### config.mk
export PLATFORM = sky130hd
export DESIGN_NAME = frr_parser
export DESIGN_NICKNAME = d
export VERILOG_FILES = /design/src/rtl/frr_pkg.sv /design/src/rtl/frr_parser.sv
export SDC_FILE = /design/constraint.sdc
export NUM_CORES = 1
export LEC_CHECK = 0
export ABC_AREA = 1
export CORE_ASPECT_RATIO = 0.5
export CORE_MARGIN = 1
export CORE_UTILIZATION = 60
export CTS_CLUSTER_DIAMETER = 120
export CTS_CLUSTER_SIZE = 30
export DETAILED_ROUTE_END_ITERATION = 12
export DONT_BUFFER_PORTS = 1
export GPL_ROUTABILITY_DRIVEN = 0
export PLACE_DENSITY = 0.72
export SETUP_SLACK_MARGIN = 0.02
export SLEW_MARGIN = 40
export SYNTH_ARGS = -nofsm -noshare
export SYNTH_HDL_FRONTEND = slang
export SYNTH_SLANG_ARGS = --single-unit
### constraint.sdc
create_clock -name clock -period 11.75 [get_ports clock]
set_input_delay 2.35 -clock clock [delete_from_list [all_inputs] [get_ports clock]]
set_output_delay 2.35 -clock clock [all_outputs]
set_load 0.02 [all_outputs]
### src/rtl/frr_pkg.sv
`default_nettype none
package frr_pkg;

   localparam logic [7:0] MAGIC_A       = 8'h4d;
   localparam logic [7:0] MAGIC_B       = 8'h4c;
   localparam logic [7:0] FRAME_VERSION = 8'h01;

   localparam logic [7:0] POS_MAGIC_A = 8'd0;
   localparam logic [7:0] POS_MAGIC_B = 8'd1;
   localparam logic [7:0] POS_VERSION = 8'd2;
   localparam logic [7:0] POS_INDEX   = 8'd3;
   localparam logic [7:0] POS_COUNT   = 8'd4;
   localparam logic [7:0] POS_LEN_HI  = 8'd5;
   localparam logic [7:0] POS_LEN_LO  = 8'd6;

   localparam logic OP_FRAME = 1'b0;
   localparam logic OP_PULL  = 1'b1;

   localparam logic KIND_STATUS = 1'b0;
   localparam logic KIND_BYTE   = 1'b1;

   typedef enum logic [2:0] {
      ST_STORED       = 3'd0,
      ST_COMPLETE     = 3'd1,
      ST_BAD_FRAME    = 3'd2,
      ST_DUP_MISMATCH = 3'd3,
      ST_TOO_LARGE    = 3'd4,
      ST_NO_PACKET    = 3'd5
   } frr_status_type;

   // what the parser reports for the current beat, including the end-of-frame verdict
   typedef struct packed {
      logic        bad;
      logic [7:0]  idx;
      logic [7:0]  cnt;
      logic [15:0] plen;
      logic [63:0] id;
      logic        pay_we;
      logic [7:0]  pay_off;
   } frr_parse_type;

endpackage
`default_nettype wire

### src/rtl/frr_parser.sv
`default_nettype none
module frr_parser #(
   parameter int ID_BYTES          = 8,
   parameter int MAX_FRAME_BYTES   = 255,
   parameter int MAX_PAYLOAD_BYTES = 240,
   parameter int MAX_FRAGMENTS     = 16
) (
   input  wire logic                 clock,
   input  wire logic                 reset,
   input  wire logic                 take,
   input  wire logic [7:0]           data_byte,
   input  wire logic                 frame_end,
   output frr_pkg::frr_parse_type    parse
);

   localparam int HDR = 7 + ID_BYTES;

   logic [7:0]  pos_ff, pos_in;
   logic [7:0]  idx_ff, idx_in;
   logic [7:0]  cnt_ff, cnt_in;
   logic [15:0] plen_ff, plen_in;
   logic [63:0] id_ff, id_in;
   logic        bad_head_ff, bad_head_in;
   logic        too_long_ff, too_long_in;
   logic        pay_we;
   logic [7:0]  pay_off;

   always_comb begin
      pos_in      = pos_ff;
      idx_in      = idx_ff;
      cnt_in      = cnt_ff;
      plen_in     = plen_ff;
      id_in       = id_ff;
      bad_head_in = bad_head_ff;
      too_long_in = too_long_ff;
      pay_we      = 1'b0;
      pay_off     = 8'd0;
      if (pos_ff >= 8'(MAX_FRAME_BYTES)) begin
         too_long_in = 1'b1;
      end else begin
         pos_in = pos_ff + 8'd1;
         if ((pos_ff == frr_pkg::POS_MAGIC_A && data_byte != frr_pkg::MAGIC_A) ||
             (pos_ff == frr_pkg::POS_MAGIC_B && data_byte != frr_pkg::MAGIC_B) ||
             (pos_ff == frr_pkg::POS_VERSION && data_byte != frr_pkg::FRAME_VERSION)) begin
            bad_head_in = 1'b1;
         end else if (pos_ff == frr_pkg::POS_INDEX) begin
            idx_in = data_byte;
         end else if (pos_ff == frr_pkg::POS_COUNT) begin
            cnt_in = data_byte;
         end else if (pos_ff == frr_pkg::POS_LEN_HI) begin
            plen_in[15:8] = data_byte;
         end else if (pos_ff == frr_pkg::POS_LEN_LO) begin
            plen_in[7:0] = data_byte;
         end else if (pos_ff < 8'(HDR)) begin
            // good magic and version bytes also shift through the id
            id_in = {id_ff[55:0], data_byte};
         end else if (pos_ff - 8'(HDR) < 8'(MAX_PAYLOAD_BYTES)) begin
            pay_we  = 1'b1;
            pay_off = pos_ff - 8'(HDR);
         end
      end
   end

   always_comb begin
      parse.idx     = idx_in;
      parse.cnt     = cnt_in;
      parse.plen    = plen_in;
      parse.id      = id_in;
      parse.pay_we  = pay_we;
      parse.pay_off = pay_off;
      parse.bad     = bad_head_in || too_long_in || pos_in < 8'(HDR) || cnt_in == 8'd0 ||
                      cnt_in > 8'(MAX_FRAGMENTS) || idx_in >= cnt_in ||
                      plen_in > 16'(MAX_PAYLOAD_BYTES) ||
                      {8'd0, pos_in} != 16'(HDR) + plen_in;
   end

   always_ff @(posedge clock) begin
      if (reset || (take && frame_end)) begin
         pos_ff      <= 8'd0;
         idx_ff      <= 8'd0;
         cnt_ff      <= 8'd0;
         plen_ff     <= 16'd0;
         id_ff       <= 64'd0;
         bad_head_ff <= 1'b0;
         too_long_ff <= 1'b0;
      end else if (take) begin
         pos_ff      <= pos_in;
         idx_ff      <= idx_in;
         cnt_ff      <= cnt_in;
         plen_ff     <= plen_in;
         id_ff       <= id_in;
         bad_head_ff <= bad_head_in;
         too_long_ff <= too_long_in;
      end
   end

endmodule
`default_nettype wire

## After elaboration in Yosys (flattened, before gate mapping)

Index checks and enable logic that the tools add are counted.

- Flip-flop bits (word level): 106
- Input bits: 12

- Add/subtract/negate cells: 3
- Magnitude comparators: 7
- Equal/unequal tests: 10
- Mux-type cells: 41
- Reduce and logical (&&, ||, !) cells: 16

Operators by type and width:

| cell | count |
|---|---|
| 64-bit two-way mux | 7 |
| 8-bit two-way mux | 19 |
| 16-bit two-way mux | 4 |
| 8-bit by 3-bit equality test with 1-bit output (second input constant) | 3 |
| 4-bit by 16-bit adder with 16-bit output (first input constant) | 1 |
| 8-bit by 2-bit equality test with 1-bit output (second input constant) | 2 |
| 16-bit by 8-bit > comparator with 1-bit output (second input constant) | 1 |
| 8-bit zero test | 2 |
| 8-bit by 4-bit less-than comparator with 1-bit output (second input constant) | 2 |
| 8-bit by 16-bit != test with 1-bit output | 1 |
| 8-bit by 7-bit != test with 1-bit output (second input constant) | 2 |
| 1-bit two-way mux | 11 |
| 1-bit logical OR | 10 |
| 8-bit by 1-bit adder with 8-bit output (second input constant) | 1 |
| 8-bit by 1-bit equality test with 1-bit output (second input constant) | 1 |
| 8-bit greater-or-equal comparator | 1 |
| 8-bit greater-or-equal comparator (second input constant) | 1 |
| 8-bit by 5-bit > comparator with 1-bit output (second input constant) | 1 |
| 8-bit less-than comparator (second input constant) | 1 |
| 8-bit by 1-bit != test with 1-bit output (second input constant) | 1 |
| 8-bit by 4-bit subtractor with 8-bit output (second input constant) | 1 |
| 1-bit logical AND | 4 |

## Logic depth before layout (Yosys ltp)

Gate-level depths: netlist (run 1).

- Depth after elaboration: 13
- Gate-level depth with buffers: 30

## Worst setup path after synthesis (run 1)

No wires, ideal clock.

- Path kind: input to output
- From: input port data_byte[4]
- To: output port parse[105] (netlist name)
- Data arrival time: 4.984 ns
- Required time: 9.400 ns
- Setup slack: 4.416 ns
- Cell stages on the path: 26
- Path buffers: 0
- Cells stage by stage: nor2_1 -> nand2_1 -> nor2_1 -> nand2_1 -> nand2_1 -> nand2_1 -> nor2_2 -> nand2_1 -> o21ai_0 -> ha_1 -> nand2_1 -> nand2_1 -> nand2_1 -> nand2_1 -> nand2_1 -> nand2_1 -> nand2_1 -> nand2_1 -> nand2_1 -> nand3_1 -> nor3_1 -> nand2_1 -> nor2_1 -> nand2_1 -> nor2_1 -> nand3_1

RTL lines:

| element | line | RTL |
|---|---|---|
| from (decl) | frr_parser.sv:11 | `input wire logic [7:0] data_byte,` |
| to (decl) | frr_parser.sv:13 | `output frr_pkg::frr_parse_type parse` |

==> results by group, run 1 <==
Worst setup path
  – Crit path max fanout: 16
  – Worst EP required: 9.40 ns
  – Length in cells of the worst reg-to-reg path: 10
  – Reg2Reg Capture Point: id_ff[22]$_SDFFE_PP0P_
  – CP Capture Type: output port
  – Worst Setup Start Kind: input port
  – R2r startpoint: pos_ff[0]$_SDFFE_PP0P_
  – Data arrival, critical path: 5.67 ns
  – Max stage delay cell, worst path: sky130_fd_sc_hd__o21ai_1
  – Slack of the worst reg-to-reg path: 8.39 ns
  – CP Class: in2out
  – Crit-path max cell delay: 0.58 ns
  – Cell with the most instances on the worst path: sky130_fd_sc_hd__nand2_1

Die
  – Initial core utilization: 61.6%
  – Vert. Die Dim: 77.2 um
  – X dimension of the die: 152 um
  – Area of the die: 11800 um^2
  – Cell Rows: 27
  – Ports: 118
  – Area of the placeable core: 11000 um^2

Logic synthesis
  – Share of the yosys chip area belonging to registers: 31.3%
  – Library cells used by synthesis: 34
  – Post-synthesis instance total: 1106
  – Netlist area before placement: 6780 um^2
  – Post-synthesis net count: 1131
  – Number of storage elements in the synthesis netlist: 106
  – Avg Inst Size Synth: 6.13 um^2
  – Number of warnings issued by yosys: 0

CTS
  – TritonCTS clock tree: yes
  – Quantity of hold-fixing buffers added after cts: 0
  – TritonCTS buffer count: 9
  – Clk_lat worst skew: 0.35 ns
  – Maximum root-to-sink buffer count: 2
  – Buffers inserted by post-CTS timing repair: 0
  – Clock slew at the register clock pins of the worst setup and hold paths: 0.08 ns
  – Post-CTS resize count: 0
  – Clk sinks: 106
  – Clock Tree Root: sky130_fd_sc_hd__clkbuf_16
  – Count of H-tree levels built during CTS: 3

Routing
  – Detailed Route Iter0 Violations: 626
  – Number of vias after detailed routing: 6574
  – Post-Route WL: 17600 um
  – Number of antenna-violating nets in the routed design: 0
  – WL per Instance: 14.5 um
  – Detailed-route vias per instance: 5.42
  – Number of design rule violations left after detail routing: 8
  – Number of iterations in the first detailed-routing pass: 9

Layout
  – Number of inserted diodes: 0
  – Final-stage net count: 1089
  – Fraction of final layout cells with drive strength greater than 1: 6.17%
  – Final Instance Area: 7010 um^2
  – Area added between synthesis and finish: 3.36%

Timing
  – Slew HR: 40.3%
  – Unrepaired setup endpoints after global routing: no
  – Worst-Margin Slew: 0.887 ns
  – Minimum setup slack in the final design: 3.73 ns
  – Hold Fails Final Rpt: 0
  – Setup-violating endpoint count in the final report: 0
  – Max frequency: 125 MHz
  – Final max-slew violation count: 0
  – Fin Setup TNS: 0 ns
  – Fin crit period: 8.02 ns
  – Final clock skew: 0.0102 ns
  – Crit share post-route: 68.3%

Global routing
  – Combined global-route utilization of all metal layers: 30.2%
  – Vias in the first global route: 5701
  – Antenna violations before repair: 0
  – Pin count of the biggest net entering global routing: 126
  – First-pass GRT wire length: 28500 um
  – Overflow left after global routing: 0

Hold path
  – Hold Path Depth: 2
  – Worst Hold Endpoint: bad_head_ff$_SDFFE_PP0P_
  – Startpoint of the most critical hold path: bad_head_ff$_SDFFE_PP0P_
  – Hold WC Path Type: reg2reg

Placement
  – Dpl ws: 3.55 ns
  – Placed cell areas: 6720 um^2
  – DP HPWL: 12300 um
  – Port bufs: 0

Job
  – Number of max-cap violations: 0

Outcome
  – Violations in the final reports: DRC
  – Result of the run: finished, violations left

Power and ir drop
  – Leak Pwr: 3.67 nW
  – PwrDens: 134 nW/um^2
  – Max IR drop VDD: 0.0750 mV
==> critical path, delay by kind of cell <==
family	cells	cell delay (ns)
compound gates	1	0.58
simple gates	24	2.40
fa+ha+maj	1	0.33
==> state kept, by name (all words and copies together), names as in the netlist <==
name         count
id_ff           64
plen_ff         16
cnt_ff           8
idx_ff           8
pos_ff           8
bad_head_ff      1
too_long_ff      1
==> layout by cell type, fill, tap and decap left out, types with 3 or more instances in the layout <==
master                      instances
sky130_fd_sc_hd__nand2_1          238
sky130_fd_sc_hd__nor2_4             5
sky130_fd_sc_hd__ha_1              13
sky130_fd_sc_hd__nand2_2           13
sky130_fd_sc_hd__nor2_1            75
sky130_fd_sc_hd__a21oi_1           88
sky130_fd_sc_hd__nand3_2            7
sky130_fd_sc_hd__inv_8              3
sky130_fd_sc_hd__inv_2              7
sky130_fd_sc_hd__o21a_1             8
sky130_fd_sc_hd__nor3_1             5
sky130_fd_sc_hd__nand4_1            8
sky130_fd_sc_hd__o211ai_1           9
sky130_fd_sc_hd__o21ai_1           27
sky130_fd_sc_hd__clkbuf_16          9
sky130_fd_sc_hd__inv_1            219
sky130_fd_sc_hd__xor2_1             8
sky130_fd_sc_hd__nor2_2             6
sky130_fd_sc_hd__dfxtp_1          106
sky130_fd_sc_hd__o21ai_0          150
sky130_fd_sc_hd__nand2_4            3
sky130_fd_sc_hd__nand3_1           43
==> cells by family (layout without fill, tap and decap cells) <==
family | Yosys count | count (layout) | synth area share, %
simple gates | 409 | 409 | 26.7
buf+inv | 285 | 248 | 16.8
compound gates | 284 | 284 | 21.7
flops | 106 | 106 | 31.3
fa+ha+maj | 13 | 13 | 2.40
xor+xnor | 9 | 9 | 1.16
==> worst max path at each step <==
stage	startpoint	to	slack, ns	depth (start not counted)
floorplan	data_byte[4]	parse[105]	4.42	26
global placement	data_byte[4]	parse[105]	3.65	26
detailed placement	data_byte[4]	parse[105]	3.55	26
CTS	data_byte[4]	parse[105]	3.54	26
global route	data_byte[4]	parse[105]	3.51	26
finish	data_byte[4]	parse[105]	3.73	26
==> routing by layer <==
metal / global-route usage (%) / up-vias / wire [um] / share of wire (%)
li1: - / 3374 / - / -
met5: 0 / - / 0 / 0
met4: 10.4 / 0 / 275 / 1.6
met1: 41.8 / 2925 / 8090 / 46
met2: 45.2 / 249 / 7540 / 43
met3: 7.86 / 26 / 1650 / 9.4
==> stage by stage <==
step,total power [W],std cells,hold WS [ns],utilization (%)
finish,0.000942,1214,0.470,63.7
global route,0.000992,1214,0.492,63.7
CTS,0.000946,1214,0.477,63.6
detailed placement,0.000649,1198,0.466,61.0
global placement,0.000644,1198,0.451,61.0
floorplan,0.000611,1106,0.436,-
==> synth_stat cells, drive strengths merged <==
cell,count,area share (%)
a21oi,88,6.5
inv,228,13
dfxtp,106,31
or2,1,0.092
buf,21,2.1
o21a,8,0.89
ha,13,2.4
nand2,254,15
nand4,9,1.1
o211ai,9,1.0
nor4,1,0.092
nand3,50,4.2
clkbuf,36,2.1
xor2,8,1.0
nor2,86,5.5
nand3b,2,0.22
o21ai,179,13
xnor2,1,0.13
nor3,6,0.61
==> layout make-up <==
type | count | area [um^2]
sequential | 106 | 2120
fill | 1060 | 4000
timing repair buffer | 4 | 37.5
inverter | 228 | 861
clock buffer | 10 | 229
tap | 145 | 181
clock inverter | 6 | 58.8
multi-input combinational | 715 | 3520
==> power breakdown <==
part           internal, W  switching [W]  leakage (nW)
sequential        0.000380      0.0000121         0.870
clock             0.000149       0.000149         0.139
combinational    0.0000554       0.000197          2.66
total             0.000585       0.000357          3.67
Power figures use the tool's default switching activity.
==> run 2: changes to the inputs <==
clock period = 8.3 ns   (was 11.75 ns; I/O delays follow)
==> run 2 against run 1 <==
The flow still finishes with violations (DRC). Cell area is essentially flat. Setup slack worse by 2.1 ns. Clock skew shrank 0.0017 ns. Sequential share of layout area about the same. Critical path depth unchanged. Hold slack gained 0.011 ns. Sequential power rose by 42%. Global-route usage is essentially flat. Via count up 0.43%. Utilization barely moved. Register-to-register slack got worse by 3.4 ns. Highest routed layer unchanged.
==> results by group, run 2 (same netlist as run 1, synthesis figures left out) <==
Routing
  – Post-Route WL: 17600 um (about the same)
  – Number of antenna-violating nets in the routed design: 0 (unchanged)
  – WL per Instance: 14.5 um (about the same)
  – Number of design rule violations left after detail routing: 8 (unchanged)
  – Detailed-route vias per instance: 5.44 (was 5.42)
  – Number of vias after detailed routing: 6602 (was 6574)
  – Number of iterations in the first detailed-routing pass: 9 (unchanged)
  – Detailed Route Iter0 Violations: 661 (was 626)

Timing
  – Fin Setup TNS: 0 ns (unchanged)
  – Slew HR: 41.9% (was 40.3%)
  – Final max-slew violation count: 0 (unchanged)
  – Final clock skew: 0.00851 ns (was 0.0102 ns)
  – Setup-violating endpoint count in the final report: 0 (unchanged)
  – Unrepaired setup endpoints after global routing: no (unchanged)
  – Worst-Margin Slew: 0.862 ns (was 0.887 ns)
  – Hold Fails Final Rpt: 0 (unchanged)
  – Max frequency: 151 MHz
  – Fin crit period: 6.64 ns
  – Crit share post-route: 80.0%

Layout
  – Final-stage net count: 1089 (unchanged)
  – Number of fill cells in the layout: 1057 (was 1060)
  – Fraction of final layout cells with drive strength greater than 1: 6.17% (unchanged)
  – Number of flip-flops under the largest register name: 64 (unchanged)
  – Area added between synthesis and finish: 3.39% (was 3.36%)
  – Commonest cells after routing, fill and taps aside: sky130_fd_sc_hd__nand2_1 (238), sky130_fd_sc_hd__inv_1 (219), sky130_fd_sc_hd__o21ai_0 (149) (was sky130_fd_sc_hd__nand2_1 (238), sky130_fd_sc_hd__inv_1 (219), sky130_fd_sc_hd__o21ai_0 (150))
  – Largest Register: id_ff (unchanged)
  – Final Instance Area: 7010 um^2 (about the same)
  – Most common cell after layout, fill and taps aside: sky130_fd_sc_hd__nand2_1 (unchanged)
  – Share of the core filled with cells in the final layout: 63.7% (about the same)
  – Number of inserted diodes: 0 (unchanged)
  – Fin cells: 1214 (unchanged)
  – Top Registers: id_ff (64), plen_ff (16) (unchanged)

Global routing
  – First-pass GRT wire length: 28500 um (about the same)
  – Antenna violations before repair: 0 (unchanged)
  – Overflow left after global routing: 0 (unchanged)
  – Pin count of the biggest net entering global routing: 129 (was 126)
  – Combined global-route utilization of all metal layers: 30.2% (about the same)
  – Vias in the first global route: 5710 (was 5701)

CTS
  – Count of H-tree levels built during CTS: 3 (unchanged)
  – Quantity of hold-fixing buffers added after cts: 0 (unchanged)
  – Buffers inserted by post-CTS timing repair: 0 (unchanged)
  – TritonCTS clock tree: yes (unchanged)
  – Clk_lat worst skew: 0.35 ns (about the same)
  – Clock slew at the register clock pins of the worst setup and hold paths: 0.07 ns (was 0.08 ns)
  – Maximum root-to-sink buffer count: 2 (unchanged)
  – Clk sinks: 106 (unchanged)
  – TritonCTS buffer count: 9 (unchanged)
  – Post-CTS resize count: 0 (unchanged)
  – Clock Tree Root: sky130_fd_sc_hd__clkbuf_16 (unchanged)

Power and ir drop
  – PwrDens: 190 nW/um^2 (was 134 nW/um^2)
  – Comb power frac: 26.9% (was 26.7%)
  – Switching share of power: 37.7% (was 37.9%)
  – Net load switching power: 0.000502 W (was 0.000357 W)
  – Clock network fraction of total power: 31.3% (was 31.6%)
  – Leak Pwr: 3.67 nW (about the same)
  – Sequential power share: 41.8% (was 41.6%)
  – Max IR drop VDD: 0.0962 mV (was 0.0750 mV)
  – Internal power summed over all cells: 0.000828 W (was 0.000585 W)

Die
  – X dimension of the die: 152 um (unchanged)
  – Cell Rows: 27 (unchanged)
  – Initial core utilization: 61.6% (unchanged)
  – Area of the placeable core: 11000 um^2 (unchanged)
  – Vert. Die Dim: 77.2 um (unchanged)
  – Area of the die: 11800 um^2 (unchanged)
  – Ports: 118 (unchanged)

Worst setup path
  – Data arrival, critical path: 4.98 ns (was 5.67 ns)
  – CP Class: in2out (unchanged)
  – Worst Setup Start Kind: input port (unchanged)
  – CP Capture Type: output port (unchanged)
  – Worst EP required: 6.64 ns (was 9.40 ns)
  – Crit path max fanout: 16 (unchanged)

Job
  – Number of max-cap violations: 0 (unchanged)

Placement
  – DP HPWL: 12400 um (was 12300 um)
  – Placed cell areas: 6720 um^2 (unchanged)
  – Instance count after placement with tap cells included: 1198 (unchanged)
  – Port bufs: 0 (unchanged)

Outcome
  – Violations in the final reports: DRC (unchanged)
  – Result of the run: finished, violations left (unchanged)

Hold path
  – Hold WC Path Type: reg2reg (unchanged)
-- run 2: final timing paths --
path	cells after the start	slack, ns	startpoint	endpoint
worst min-delay path	2	0.48	cnt_ff[1]$_SDFFE_PP0P_	cnt_ff[1]$_SDFFE_PP0P_
worst min register to register	2	0.48	cnt_ff[1]$_SDFFE_PP0P_	cnt_ff[1]$_SDFFE_PP0P_
worst max-delay path	26	1.66	data_byte[4]	parse[105]
worst max register to register	10	4.99	pos_ff[0]$_SDFFE_PP0P_	id_ff[38]$_SDFFE_PP0P_
-- run 2: per-stage QoR --
step	setup WS (ns)	power, W	hold slack (ns)
2_1_floorplan	2.35	0.000865	0.436
5_1_grt	1.31	0.00140	0.508
6_report	1.66	0.00133	0.481
3_5_place_dp	1.43	0.000919	0.464
3_3_place_gp	1.58	0.000912	0.455
4_1_cts	1.42	0.00133	0.486
-- run 2: layer usage --
metal | wire [um] | up-vias | track usage, %
met5 | 0 | - | 0
met4 | 208 | 0 | 6.63
met3 | 1620 | 21 | 8.88
met2 | 7670 | 244 | 47.7
met1 | 8070 | 2962 | 40.5
li1 | - | 3375 | -
-- run 2: final cells by class --
class | count | area (um^2) | share of cell area [%]
well taps | 145 | 181 | 2.59
clock buffers | 10 | 229 | 3.26
clock inverters | 6 | 57.6 | 0.821
flip-flops and latches | 106 | 2120 | 30.3
repair buffers | 4 | 41.3 | 0.589
multi-input cells | 715 | 3520 | 50.2
inverters | 228 | 861 | 12.3
-- run 2: critical path, stage by stage --
cell and delay [ns]:
sky130_fd_sc_hd__nor2_1 0.21, sky130_fd_sc_hd__nand2_1 0.08, sky130_fd_sc_hd__nor2_1 0.17, sky130_fd_sc_hd__nand2_1 0.07, sky130_fd_sc_hd__nand2_1 0.06, sky130_fd_sc_hd__nand2_1 0.08, sky130_fd_sc_hd__nor2_2 0.14, sky130_fd_sc_hd__nand2_1 0.33
sky130_fd_sc_hd__o21ai_1 0.57, sky130_fd_sc_hd__ha_1 0.33, sky130_fd_sc_hd__nand2_1 0.06, sky130_fd_sc_hd__nand2_1 0.04, sky130_fd_sc_hd__nand2_1 0.05, sky130_fd_sc_hd__nand2_1 0.04, sky130_fd_sc_hd__nand2_1 0.06, sky130_fd_sc_hd__nand2_1 0.05
sky130_fd_sc_hd__nand2_1 0.05, sky130_fd_sc_hd__nand2_1 0.05, sky130_fd_sc_hd__nand2_1 0.07, sky130_fd_sc_hd__nand3_1 0.08, sky130_fd_sc_hd__nor3_1 0.14, sky130_fd_sc_hd__nand2_1 0.07, sky130_fd_sc_hd__nor2_1 0.12, sky130_fd_sc_hd__nand2_1 0.07
sky130_fd_sc_hd__nor2_1 0.09, sky130_fd_sc_hd__nand3_1 0.21
-- run 2: power by group through the flow --
stage / sequential (W) / clock (W) / combinational (W)
6_report: 0.000556 / 0.000416 / 0.000357
5_1_grt: 0.000560 / 0.000449 / 0.000396
4_1_cts: 0.000555 / 0.000426 / 0.000353
3_5_place_dp: 0.000567 / 0 / 0.000352
3_3_place_gp: 0.000566 / 0 / 0.000346
2_1_floorplan: 0.000562 / 0 / 0.000303
